==> src/sv/i2cw_pkg.sv <==
// Shared types and constants for the I2C master write engine.
`timescale 1ns / 1ps
`default_nettype none

package i2cw_pkg;

    localparam logic [15:0] PHASE_TICKS_RESET = 16'd100;
    localparam logic [3:0]  BITS_PER_BYTE     = 4'd8;
    localparam int          BIT7              = 7;
    localparam int          BIT6              = 6;

    // command queue between front and back
    localparam int QDEPTH = 2;
    localparam int QPTR_W = (QDEPTH > 1) ? $clog2(QDEPTH) : 1;
    localparam int QCNT_W = $clog2(QDEPTH + 1);

    typedef enum logic [9:0] {
        PH_IDLE      = 10'b00_0000_0001,
        PH_START_A   = 10'b00_0000_0010,
        PH_START_B   = 10'b00_0000_0100,
        PH_BIT_HIGH  = 10'b00_0000_1000,
        PH_BIT_LOW   = 10'b00_0001_0000,
        PH_ACK_HIGH  = 10'b00_0010_0000,
        PH_ACK_LOW   = 10'b00_0100_0000,
        PH_WAIT      = 10'b00_1000_0000,
        PH_STOP_LOW  = 10'b01_0000_0000,
        PH_STOP_HIGH = 10'b10_0000_0000
    } phase_t;

    typedef struct packed {
        logic scl_lvl;
        logic scl_en;
        logic sda_lvl;
        logic sda_en;
    } drive_t;

    typedef struct packed {
        logic       byte_valid;
        logic [7:0] byte_data;
        logic       byte_final;
        logic       sda_sample;
    } in_item_t;

    typedef struct packed {
        logic scl_level;
        logic scl_enable;
        logic sda_level;
        logic sda_enable;
        logic byte_taken;
        logic busy_res;
        logic done_ok;
        logic nack_error;
    } out_item_t;

    function automatic drive_t mk_drive(input logic scl_lvl, input logic scl_en,
                                        input logic sda_lvl, input logic sda_en);
        drive_t d;
        d.scl_lvl = scl_lvl;
        d.scl_en  = scl_en;
        d.sda_lvl = sda_lvl;
        d.sda_en  = sda_en;
        return d;
    endfunction

endpackage

`default_nettype wire

==> src/sv/i2cw_if.sv <==
// Valid/ready channel interfaces for tick words in and line words out.
`timescale 1ns / 1ps
`default_nettype none

interface i2cw_in_if;
    logic               valid;
    logic               ready;
    i2cw_pkg::in_item_t data;

    modport source (output valid, output data, input ready);
    modport sink   (input valid, input data, output ready);
endinterface

interface i2cw_out_if;
    logic                valid;
    logic                ready;
    i2cw_pkg::out_item_t data;

    modport source (output valid, output data, input ready);
    modport sink   (input valid, input data, output ready);
endinterface

`default_nettype wire

==> src/sv/i2c_master_write_engine.sv <==
// Top level of the write-only I2C master engine.
//
// Usage:
//   ingress carries one word per bus tick: byte_valid/byte_data/byte_final
//   offer the next byte, sda_sample is the sampled SDA level.
//   egress returns one word per ingress word: SCL/SDA drive values and
//   enables plus byte_taken, busy_res and the done_ok/nack_error pulses.
//   cfg_we/cfg_wdata load phase_ticks (ticks per bus phase, 0 acts as 1);
//   write it only while no words are in flight.
// Path: an accepted word is written into the two-entry queue, is stepped
//   by the sequencer into the output register and waits there until
//   egress takes it.
// Throughput: one word per cycle if egress is ready; single-step sequencer.
// Reset: queue empty, no output word, engine idle with both lines driven
//   high, phase_ticks = 100.
// Stall: while egress is not ready the output word holds, the sequencer
//   stops and the queue fills; ingress.ready drops once two words wait.
`timescale 1ns / 1ps
`default_nettype none

module i2c_master_write_engine (
    input  wire logic        clk,
    input  wire logic        rst_n,
    input  wire logic        cfg_we,
    input  wire logic [15:0] cfg_wdata,
    i2cw_in_if.sink          ingress,
    i2cw_out_if.source       egress
);
    import i2cw_pkg::*;

    in_item_t q_item;
    logic     q_valid;
    logic     q_pop;

    i2cw_front u_front (
        .clk     (clk),
        .rst_n   (rst_n),
        .ingress (ingress),
        .q_item  (q_item),
        .q_valid (q_valid),
        .q_pop   (q_pop)
    );

    i2cw_back u_back (
        .clk       (clk),
        .rst_n     (rst_n),
        .cfg_we    (cfg_we),
        .cfg_wdata (cfg_wdata),
        .q_item    (q_item),
        .q_valid   (q_valid),
        .q_pop     (q_pop),
        .egress    (egress)
    );

endmodule

`default_nettype wire

==> src/sv/i2cw_front.sv <==
// Front end: accepts tick words and holds them in a short queue for the engine.
`timescale 1ns / 1ps
`default_nettype none

module i2cw_front (
    input  wire logic         clk,
    input  wire logic         rst_n,
    i2cw_in_if.sink           ingress,
    output i2cw_pkg::in_item_t q_item,
    output logic              q_valid,
    input  wire logic         q_pop
);
    import i2cw_pkg::*;

    in_item_t           mem_reg [QDEPTH];
    logic [QPTR_W-1:0]  wr_ptr_reg, wr_ptr_next;
    logic [QPTR_W-1:0]  rd_ptr_reg, rd_ptr_next;
    logic [QCNT_W-1:0]  count_reg, count_next;
    logic               push;
    logic               pop;

    assign ingress.ready = (count_reg != QCNT_W'(QDEPTH));
    assign push          = ingress.valid && ingress.ready;
    assign q_valid       = (count_reg != '0);
    assign pop           = q_pop && q_valid;
    assign q_item        = mem_reg[rd_ptr_reg];

    always_comb
    begin
        wr_ptr_next = wr_ptr_reg;
        rd_ptr_next = rd_ptr_reg;
        count_next  = count_reg;
        if (push)
        begin
            wr_ptr_next = (wr_ptr_reg == QPTR_W'(QDEPTH - 1)) ? '0 : wr_ptr_reg + 1'b1;
        end
        if (pop)
        begin
            rd_ptr_next = (rd_ptr_reg == QPTR_W'(QDEPTH - 1)) ? '0 : rd_ptr_reg + 1'b1;
        end
        if (push && !pop)
        begin
            count_next = count_reg + 1'b1;
        end
        else if (pop && !push)
        begin
            count_next = count_reg - 1'b1;
        end
    end

    always_ff @(posedge clk or negedge rst_n)
    begin
        if (!rst_n)
        begin
            wr_ptr_reg <= '0;
            rd_ptr_reg <= '0;
            count_reg  <= '0;
        end
        else
        begin
            wr_ptr_reg <= wr_ptr_next;
            rd_ptr_reg <= rd_ptr_next;
            count_reg  <= count_next;
        end
    end

    always_ff @(posedge clk)
    begin
        if (push)
        begin
            mem_reg[wr_ptr_reg] <= ingress.data;
        end
    end

endmodule

`default_nettype wire

==> src/sv/i2cw_back.sv <==
// Back end: bus phase sequencer, one tick word per step, with a registered output word.
`timescale 1ns / 1ps
`default_nettype none

module i2cw_back (
    input  wire logic               clk,
    input  wire logic               rst_n,
    input  wire logic               cfg_we,
    input  wire logic [15:0]        cfg_wdata,
    input  wire i2cw_pkg::in_item_t q_item,
    input  wire logic               q_valid,
    output logic                    q_pop,
    i2cw_out_if.source              egress
);
    import i2cw_pkg::*;

    logic [15:0] phase_ticks_reg;
    phase_t      phase_reg, phase_next;
    logic [3:0]  bit_count_reg, bit_count_next;
    logic [7:0]  shift_reg, shift_next;
    logic        final_reg, final_next;
    logic [15:0] tick_reg, tick_next;
    drive_t      drive_reg, drive_next;
    logic        out_valid_reg;
    out_item_t   out_data_reg;
    out_item_t   word_next;
    logic        step;
    logic        timed;
    logic        expired;
    logic        taken, done, nack;
    logic [3:0]  bit_count_inc;

    assign step          = q_valid && (!out_valid_reg || egress.ready);
    assign q_pop         = step;
    assign expired       = (tick_reg >= phase_ticks_reg);
    assign bit_count_inc = bit_count_reg + 4'd1;

    always_comb
    begin
        phase_next     = phase_reg;
        bit_count_next = bit_count_reg;
        shift_next     = shift_reg;
        final_next     = final_reg;
        tick_next      = tick_reg;
        drive_next     = drive_reg;
        taken          = 1'b0;
        done           = 1'b0;
        nack           = 1'b0;
        timed          = 1'b1;

        unique case (phase_reg) inside
            PH_IDLE, PH_WAIT:
            begin
                timed = 1'b0;
                if (q_item.byte_valid)
                begin
                    taken          = 1'b1;
                    shift_next     = q_item.byte_data;
                    final_next     = q_item.byte_final;
                    bit_count_next = '0;
                    tick_next      = 16'd1;
                    if (phase_reg == PH_IDLE)
                    begin
                        phase_next = PH_START_A;
                        drive_next = mk_drive(1'b1, 1'b1, 1'b0, 1'b1);
                    end
                    else
                    begin
                        phase_next = PH_BIT_HIGH;
                        drive_next = mk_drive(1'b1, 1'b1, q_item.byte_data[BIT7], 1'b1);
                    end
                end
            end
            PH_START_A:
            begin
                phase_next = PH_START_B;
                drive_next = mk_drive(1'b0, 1'b1, 1'b0, 1'b1);
                tick_next  = 16'd1;
            end
            PH_START_B:
            begin
                phase_next = PH_BIT_HIGH;
                drive_next = mk_drive(1'b1, 1'b1, shift_reg[BIT7], 1'b1);
                tick_next  = 16'd1;
            end
            PH_BIT_HIGH:
            begin
                phase_next = PH_BIT_LOW;
                drive_next = mk_drive(1'b0, 1'b1, shift_reg[BIT7], 1'b1);
                tick_next  = 16'd1;
            end
            PH_BIT_LOW:
            begin
                shift_next     = {shift_reg[6:0], 1'b0};
                bit_count_next = bit_count_inc;
                tick_next      = 16'd1;
                if (bit_count_inc >= BITS_PER_BYTE)
                begin
                    phase_next = PH_ACK_HIGH;
                    drive_next = mk_drive(1'b1, 1'b1, 1'b1, 1'b0);
                end
                else
                begin
                    // next bit is the one below the current MSB
                    phase_next = PH_BIT_HIGH;
                    drive_next = mk_drive(1'b1, 1'b1, shift_reg[BIT6], 1'b1);
                end
            end
            PH_ACK_HIGH:
            begin
                if (q_item.sda_sample)
                begin
                    nack       = 1'b1;
                    phase_next = PH_IDLE;
                    tick_next  = '0;
                    drive_next = mk_drive(1'b1, 1'b0, 1'b1, 1'b0);
                end
                else
                begin
                    phase_next = PH_ACK_LOW;
                    drive_next = mk_drive(1'b0, 1'b1, 1'b1, 1'b0);
                    tick_next  = 16'd1;
                end
            end
            PH_ACK_LOW:
            begin
                drive_next = mk_drive(1'b0, 1'b1, 1'b0, 1'b1);
                if (final_reg)
                begin
                    phase_next = PH_STOP_LOW;
                    tick_next  = 16'd1;
                end
                else
                begin
                    phase_next = PH_WAIT;
                    tick_next  = '0;
                end
            end
            PH_STOP_LOW:
            begin
                phase_next = PH_STOP_HIGH;
                drive_next = mk_drive(1'b1, 1'b1, 1'b0, 1'b1);
                tick_next  = 16'd1;
            end
            PH_STOP_HIGH:
            begin
                done       = 1'b1;
                phase_next = PH_IDLE;
                tick_next  = '0;
                drive_next = mk_drive(1'b1, 1'b1, 1'b1, 1'b1);
            end
            default:
            begin
                timed      = 1'b0;
                phase_next = PH_IDLE;
                tick_next  = '0;
                drive_next = mk_drive(1'b1, 1'b1, 1'b1, 1'b1);
            end
        endcase

        // phase still running: only the tick counter moves
        if (timed && !expired)
        begin
            phase_next     = phase_reg;
            bit_count_next = bit_count_reg;
            shift_next     = shift_reg;
            final_next     = final_reg;
            drive_next     = drive_reg;
            tick_next      = tick_reg + 16'd1;
            done           = 1'b0;
            nack           = 1'b0;
        end

        word_next.scl_level  = drive_next.scl_lvl;
        word_next.scl_enable = drive_next.scl_en;
        word_next.sda_level  = drive_next.sda_lvl;
        word_next.sda_enable = drive_next.sda_en;
        word_next.byte_taken = taken;
        word_next.busy_res   = (phase_next != PH_IDLE);
        word_next.done_ok    = done;
        word_next.nack_error = nack;
    end

    always_ff @(posedge clk or negedge rst_n)
    begin
        if (!rst_n)
        begin
            phase_ticks_reg <= PHASE_TICKS_RESET;
            phase_reg       <= PH_IDLE;
            bit_count_reg   <= '0;
            shift_reg       <= '0;
            final_reg       <= 1'b0;
            tick_reg        <= '0;
            drive_reg       <= mk_drive(1'b1, 1'b1, 1'b1, 1'b1);
            out_valid_reg   <= 1'b0;
        end
        else
        begin
            if (cfg_we)
            begin
                phase_ticks_reg <= cfg_wdata;
            end
            if (step)
            begin
                phase_reg     <= phase_next;
                bit_count_reg <= bit_count_next;
                shift_reg     <= shift_next;
                final_reg     <= final_next;
                tick_reg      <= tick_next;
                drive_reg     <= drive_next;
                out_valid_reg <= 1'b1;
            end
            else if (egress.ready)
            begin
                out_valid_reg <= 1'b0;
            end
        end
    end

    always_ff @(posedge clk)
    begin
        if (step)
        begin
            out_data_reg <= word_next;
        end
    end

    assign egress.valid = out_valid_reg;
    assign egress.data  = out_data_reg;

endmodule

`default_nettype wire

==> src/flat_wrapper.sv <==
// flat-port wrapper written by rule: the top's interface ports become plain ports
module i2c_master_write_engine_flat import i2cw_pkg::*;
  (clk, rst_n, cfg_we, cfg_wdata, ingress_valid, ingress_data, ingress_ready, egress_valid, egress_data, egress_ready);
  i2cw_in_if ingress_i ();
  i2cw_out_if egress_i ();
  input  wire logic clk;
  input  wire logic rst_n;
  input  wire logic cfg_we;
  input  wire logic [15:0] cfg_wdata;
  input wire logic [$bits(ingress_i.valid)-1:0] ingress_valid;
  input wire logic [$bits(ingress_i.data)-1:0] ingress_data;
  output wire logic [$bits(ingress_i.ready)-1:0] ingress_ready;
  output wire logic [$bits(egress_i.valid)-1:0] egress_valid;
  output wire logic [$bits(egress_i.data)-1:0] egress_data;
  input wire logic [$bits(egress_i.ready)-1:0] egress_ready;
  assign ingress_i.valid = ingress_valid;
  assign ingress_i.data = ingress_data;
  assign ingress_ready = ingress_i.ready;
  assign egress_valid = egress_i.valid;
  assign egress_data = egress_i.data;
  assign egress_i.ready = egress_ready;
  i2c_master_write_engine u_core (.clk(clk), .rst_n(rst_n), .cfg_we(cfg_we), .cfg_wdata(cfg_wdata), .ingress(ingress_i), .egress(egress_i));
endmodule
==> config.mk <==
export PLATFORM = sky130hd
export DESIGN_NAME = i2c_master_write_engine_flat
export DESIGN_NICKNAME = d
export VERILOG_FILES = /design/src/sv/i2cw_pkg.sv /design/src/sv/i2cw_if.sv /design/src/sv/i2c_master_write_engine.sv /design/src/sv/i2cw_front.sv /design/src/sv/i2cw_back.sv /design/src/flat_wrapper.sv
export SDC_FILE = /design/constraint.sdc
export NUM_CORES = 1
export LEC_CHECK = 0
export ABC_AREA = 1
export BUFFER_PORTS_ARGS = -buffer_cell sky130_fd_sc_hd__buf_2
export CAP_MARGIN = 25
export CORE_MARGIN = 1.5
export CORE_UTILIZATION = 60
export CTS_CLUSTER_DIAMETER = 50
export CTS_CLUSTER_SIZE = 24
export DETAILED_ROUTE_END_ITERATION = 16
export GPL_ROUTABILITY_DRIVEN = 0
export PLACE_DENSITY = 0.88
export REMOVE_ABC_BUFFERS = 1
export SETUP_SLACK_MARGIN = 0.02
export SLEW_MARGIN = 25
export SYNTH_ARGS = -nofsm -noshare
export SYNTH_HDL_FRONTEND = slang
export SYNTH_SLANG_ARGS = --single-unit
==> constraint.sdc <==
create_clock -name clk -period 2.6 [get_ports clk]
set_clock_uncertainty 0.15 [all_clocks]
set_input_delay 0.39 -clock clk [delete_from_list [all_inputs] [get_ports clk]]
set_output_delay 0.39 -clock clk [all_outputs]
set_load 0.05 [all_outputs]
Word level (Yosys, flattened, before mapping)
Memory sizes are Yosys's and may differ from the RTL's.
Cells that the tools add are included.
{ "word_totals": {"reg_bits": 72, "ram_bits": 22, "input_bits": 32, "output_inout_bits": 10, "word_cells": 104, "memories": 1} }
{ "op_classes": {"add_sub_neg": 6, "order_cmp": 2, "eq_ne": 14, "muxes": 34, "bitwise_logic": 2, "reduce_logical": 23} }
{ "memory_table": {"columns": ["memory", "depth", "width", "read_ports", "rd_clocked_by_memory_dff", "write_ports", "line_no", "text"], "rows": [
  ["u_core.u_front.mem_reg", 2, 11, 1, 0, 1, "i2cw_front.sv:15", "in_item_t mem_reg [QDEPTH];"]
]} }
{ "op_table": {"columns": ["op", "count"], "rows": [
  ["$pmux W10 S8", 1],
  ["$pmux W16 S4", 1],
  ["$mux W16", 2],
  ["$pmux W4 S7", 1],
  ["$mux W10", 2],
  ["$mux W4", 5],
  ["$add A16 B1 Y16 const B", 1],
  ["$ge A16 B16 Y1", 1],
  ["$pmux W8 S2", 1],
  ["$mux W1", 12],
  ["$eq A10 B1 Y1 const B", 1],
  ["$eq A10 B10 Y1 const B", 1],
  ["$eq A10 B2 Y1 const B", 1],
  ["$eq A10 B3 Y1 const B", 1],
  ["$eq A10 B4 Y1 const B", 1],
  ["$eq A10 B5 Y1 const B", 1],
  ["$eq A10 B6 Y1 const B", 1],
  ["$eq A10 B7 Y1 const B", 1],
  ["$eq A10 B8 Y1 const B", 1],
  ["$eq A10 B9 Y1 const B", 1],
  ["$ne A10 B1 Y1 const B", 1],
  ["$mux W9", 1],
  ["$mux W2", 4],
  ["$mux W8", 1],
  ["21 further kinds", 37]
]} }

Logic depth before layout (Yosys ltp)
{ "depth": {"depth_word": 7, "ltp_mapped": 15, "ltp_nobuf": 14} }

Cells and area by module
From an unflattened synthesis, not the netlist that was laid out.
{ "unflattened": {"cells_unflattened": 680, "area_unflattened_um2": 5353.9} }
{ "by_module_without_submodules": {"columns": ["module", "n_inst", "cells_per_inst", "area_each_um2", "seq_area_each_um2"], "rows": [
  ["i2cw_back", 1, 594, 4311.6, 1751.7],
  ["i2cw_front", 1, 86, 1042.2, 760.7]
]} }

Worst setup path before layout
No wires, ideal clock.
{ "synth_path": {"kind": "reg2reg", "start": "register u_core.u_back.phase_ticks_reg[6]", "end": "register u_core.u_back.out_data_reg, in the netlist u_core.u_back.egress.data[5], data pin", "setup_time_ns": 0.252, "arrival_time_ns": 1.762, "required_time_ns": 2.198, "slack_ns": 0.435, "stages_incl_launch_ff": 16, "path_buffers": 2, "period_less_slack_ns": 2.165, "cell_sequence": "dfstp_2 > inv_1 > ha_1 > nand2_1 > nor2_1 > nand2_1 > nand2_1 > nor2_1 > nand2_1 > nand2_1 > nand3_4 > buf_6 > buf_8 > nand2_1 > nand2_1 > nand2_1"} }
{ "synth_lines": {"columns": ["element", "line_no", "text"], "rows": [
  ["start: declaration", "i2cw_back.sv:17", "logic [15:0] phase_ticks_reg;"],
  ["start signal: assignment", "i2cw_back.sv:201", "phase_ticks_reg <= cfg_wdata;"],
  ["end signal: assignment", "i2cw_back.sv:224", "out_data_reg <= word_next;"],
  ["end: declaration", "i2cw_back.sv:25", "out_item_t out_data_reg;"]
]} }

Worst setup path in the final report
{ "layout_path": {"start": "register u_core.u_back.phase_ticks_reg[6]", "end": "register u_core.u_back.bit_count_reg[2]"} }
{ "layout_between": {"elab_chain_cells": 5} }
{ "layout_rtl": {"columns": ["element", "line_no", "text"], "rows": [
  ["$ge A16 B16 Y1", "i2cw_back.sv:35", "assign expired = (tick_reg >= phase_ticks_reg);"],
  ["$logic_not A1 Y1", "i2cw_back.sv:162", "if (timed && !expired)"],
  ["$logic_and A1 B1 Y1", "i2cw_back.sv:162", null],
  ["$not A1 Y1 (no line)", null, null],
  ["$reduce_and A4 Y1 (no line)", null, null],
  ["end signal: assignment", "i2cw_back.sv:206", "bit_count_reg <= bit_count_next;"],
  ["end: declaration", "i2cw_back.sv:19", "logic [3:0] bit_count_reg, bit_count_next;"]
]} }
Every way passes these cells.
A chain may end at the register's enable or synchronous reset.

==> impl_metrics.csv <==
group,metric,value,unit
sta,period_share,88.9,%
floorplan,start_util,61.4,%
power_and_ir_drop,seqPwrFrac,39.1,%
power_and_ir_drop,powerDensity,1020,nW/µm²
route,num_vias,4100,
global_route,overflow,0,
global_route,grt_max_degree,32,
clock_tree,clk_pin_slew_worst_paths,100,ps
synthesis,synth_seq_area_share,50.0,%
critical_path,crit_slowest_cell,"dfstp_2",
route,ant_nets,0,
route,firstDrtPassIters,6,
global_route,antenna_found_initial,0,
clock_tree,clock-sinks,94,
clock_tree,insertion_delay,360,ps
critical_path,cp_data_arrival_time,2410,ps
synthesis,ys_types,42,
synthesis,synth.largest_area_cell,"dfrtp_1",
synthesis,yosys_register_bits,94,
critical_path,start_kind,"flip-flop",
critical_path,crit_family,"simple AND/OR/NAND/NOR gates",
critical_path,regToRegSetupSlack,290,ps
floorplan,chipHeight,94.5,µm
status,status,"complete, no violations",
power_and_ir_drop,ir_drop,1.06,mV
global_route,grt_pass1_vias,3915,
floorplan,die_area,8930,µm²
critical_path,crit_chain,"inv_1 -> ha_1 -> nand2_1 -> nor2_1 -> nand2_1 -> nand2_1 -> nor2_1 -> nand2_1 -> nand2_2 -> nand3_4 -> nand3_2 -> buf_12 -> nand2_1 -> o21ai_2",
critical_path,worstSetupPathType,"reg -> reg",
cells_and_area,final_cell_mix,"nand2_1 (174), inv_1 (69), nor2_1 (61), dfrtp_1 (56), buf_2 (41)",
cells_and_area,syn_to_final_growth,11.0,%
synthesis,yosys_warnings,0,
clock_tree,post_cts_buffers,0,
critical_path,cp_max_fo,22,
sta,final.setup.tns,0,ps
place,post-place-ws,176,ps
critical_path,cp.depth,14,
clock_tree,root_buffer,"clkbuf_8",
power_and_ir_drop,power,5660,µW
sta,final_hold_viol_count,0,
cells_and_area,nNetsFinal,696,
critical_path,crit_buf_inv,2,
cells_and_area,layout_commonest_cell,"nand2_1",
clock_tree,h-tree-depth,3,
min_path,whs_path_depth,1,
synthesis,avgSynthCellArea,8.44,µm²
power_and_ir_drop,p_sw_share,45.6,%
synthesis,synthCells,595,
critical_path,required,2700,ps
route,detail_route.iter0.violations,368,
power_and_ir_drop,power_frac_comb,44.3,%
cells_and_area,antenna_cells,0,
sta,slew_headroom,64.1,%
critical_path,path_common_cell,"nand2_1",
critical_path,critPathLaunch,"u_core.u_back.phase_ticks_reg[6]$_DFFE_PN1P_",
run,max-cap-violations,0,
cells_and_area,drive_gt1_share,18.3,%
synthesis,synth_top_cell_area_share,27.9,%
floorplan,die_x,94.5,µm
route,routed_wl,10500,µm
floorplan,core_area,8180,µm²
critical_path,endpoint_kind,"flip-flop",
floorplan,io_pins,42,
cells_and_area,largest_reg_flops,22,
critical_path,reg2reg_to,"u_core.u_back.bit_count_reg[2]$_DFFE_PN0P_",
sta,tightestPinTransition,539,ps
sta,fmax,0.433,GHz
power_and_ir_drop,power.switching,2580,µW
synthesis,synthTopCellsByArea,"dfrtp_1 (28%), edfxtp_1 (18%), nand2_1 (13%)",
sta,finalSetupViolations,0,
clock_tree,cts_buffers,9,
power_and_ir_drop,leakagePower,0.00282,µW
global_route,grt_usage,25.4,%
critical_path,timing.rr.start,"u_core.u_back.phase_ticks_reg[6]$_DFFE_PN1P_",
sta,rsz0062_at_grt,"no",
route,drc,0,
sta,slew_viol_final,0,
place,dpl.hpwl,7700,µm
route,vias_per_cell,5.43,
synthesis,netlist_area,5020,µm²
route,routedWlPerCell,13.9,µm
clock_tree,cts_tree,"done",
sta,setup_slack,290,ps
place,io_buffers,41,
floorplan,rows,33,
critical_path,reg2regPathDepth,14,
sta,fin_crit,2310,ps
clock_tree,cts_buffer_depth,2,
min_path,min_from,"ingress_data[3]",
power_and_ir_drop,p_int,3080,µW
min_path,holdPathEnd,"u_core.u_front.mem_reg[1][3]$_DFFE_PP_",
critical_path,max_stage_delay,540,ps
cells_and_area,final_util,68.2,%
global_route,grt_pass1_wl,17600,µm
power_and_ir_drop,clkPwrFrac,16.6,%
sta,holdWs,54.9,ps
min_path,hold_class,"in -> reg",
## power groups by stage
stage	registers (µW)	clock network, µW	logic, µW
floorplan	2410	0	1590
finish	2220	937	2510
detailed placement	2230	0	2440
CTS	2210	946	2460
global route	2250	994	2790
global placement	2210	0	2340
## layout make-up
| cell class | count | area [µm²] |
|---|---|---|
| clock buffer | 9 | 124 |
| clock inverter | 7 | 66.3 |
| fill | 619 | 2600 |
| inverter | 75 | 282 |
| multi-input combinational | 415 | 2160 |
| sequential | 94 | 2510 |
| tap | 105 | 131 |
| timing repair buffer | 50 | 300 |
## Yosys cell counts, drive strengths merged
| library cell | n |
|---|---|
| clkinv | 1 |
| nor4 | 1 |
| a21oi | 11 |
| nor2 | 70 |
| o21bai | 1 |
| or2 | 2 |
| buf | 8 |
| nand4 | 11 |
| mux2 | 1 |
| ha | 19 |
| o22ai | 1 |
| nor3 | 6 |
| dfstp | 8 |
| o21a | 1 |
| xnor2 | 4 |
| nand3 | 41 |
| o21ai | 49 |
| nand3b | 1 |
| xor2 | 7 |
| edfxtp | 30 |
| nand2 | 185 |
| and2 | 1 |
| clkbuf | 4 |
| mux2i | 2 |
| dfrtp | 56 |
| inv | 74 |
## what timing repair did
action                     in CTS  in global routing
setup endpoints to repair       0                 21
resized for setup               0                  2
hold buffers                    1                  0
hold endpoints to repair       12                  0
## cell families (layout without fill, tap and decap cells)
kind of cell    count (synthesis)  in the layout  synth area share, %
buf+inv                        87            141                 7.27
compound gates                 63             63                 7.37
xor+xnor                       11             11                 1.92
mux                             3              3                0.623
simple gates                  318            319                 28.1
flops                          94             94                 50.0
fa+ha+maj                      19             19                 4.73
## stage by stage
| step | cell area [µm²] | instances |
|---|---|---|
| 2_1_floorplan | 4940 | 583 |
| 3_3_place_gp | 5360 | 737 |
| 6_report | 5580 | 755 |
| 3_5_place_dp | 5360 | 737 |
| 5_1_grt | 5580 | 755 |
| 4_1_cts | 5560 | 754 |
## routing by layer
layer	part of all wire [%]	vias to the layer above	GRT usage (%)
met5	0	-	0
met4	2.3	0	10.7
met3	5.8	28	3.14
met2	48	145	41.6
met1	44	1910	34.2
li1	-	2017	-
## how the worst max path moves through the flow
stage,to,slack [ps]
floorplan,u_core.u_back.bit_count_reg[0]$_DFFE_PN0P_,240
global placement,u_core.u_back.egress.data[4]$_DFFE_PP_,280
detailed placement,u_core.u_back.bit_count_reg[2]$_DFFE_PN0P_,180
CTS,u_core.u_back.shift_reg[0]$_DFFE_PN0P_,160
global route,u_core.u_back.shift_reg[0]$_DFFE_PN0P_,110
finish,u_core.u_back.bit_count_reg[2]$_DFFE_PN0P_,290
No activity file was read; power rests on OpenSTA's default activity.
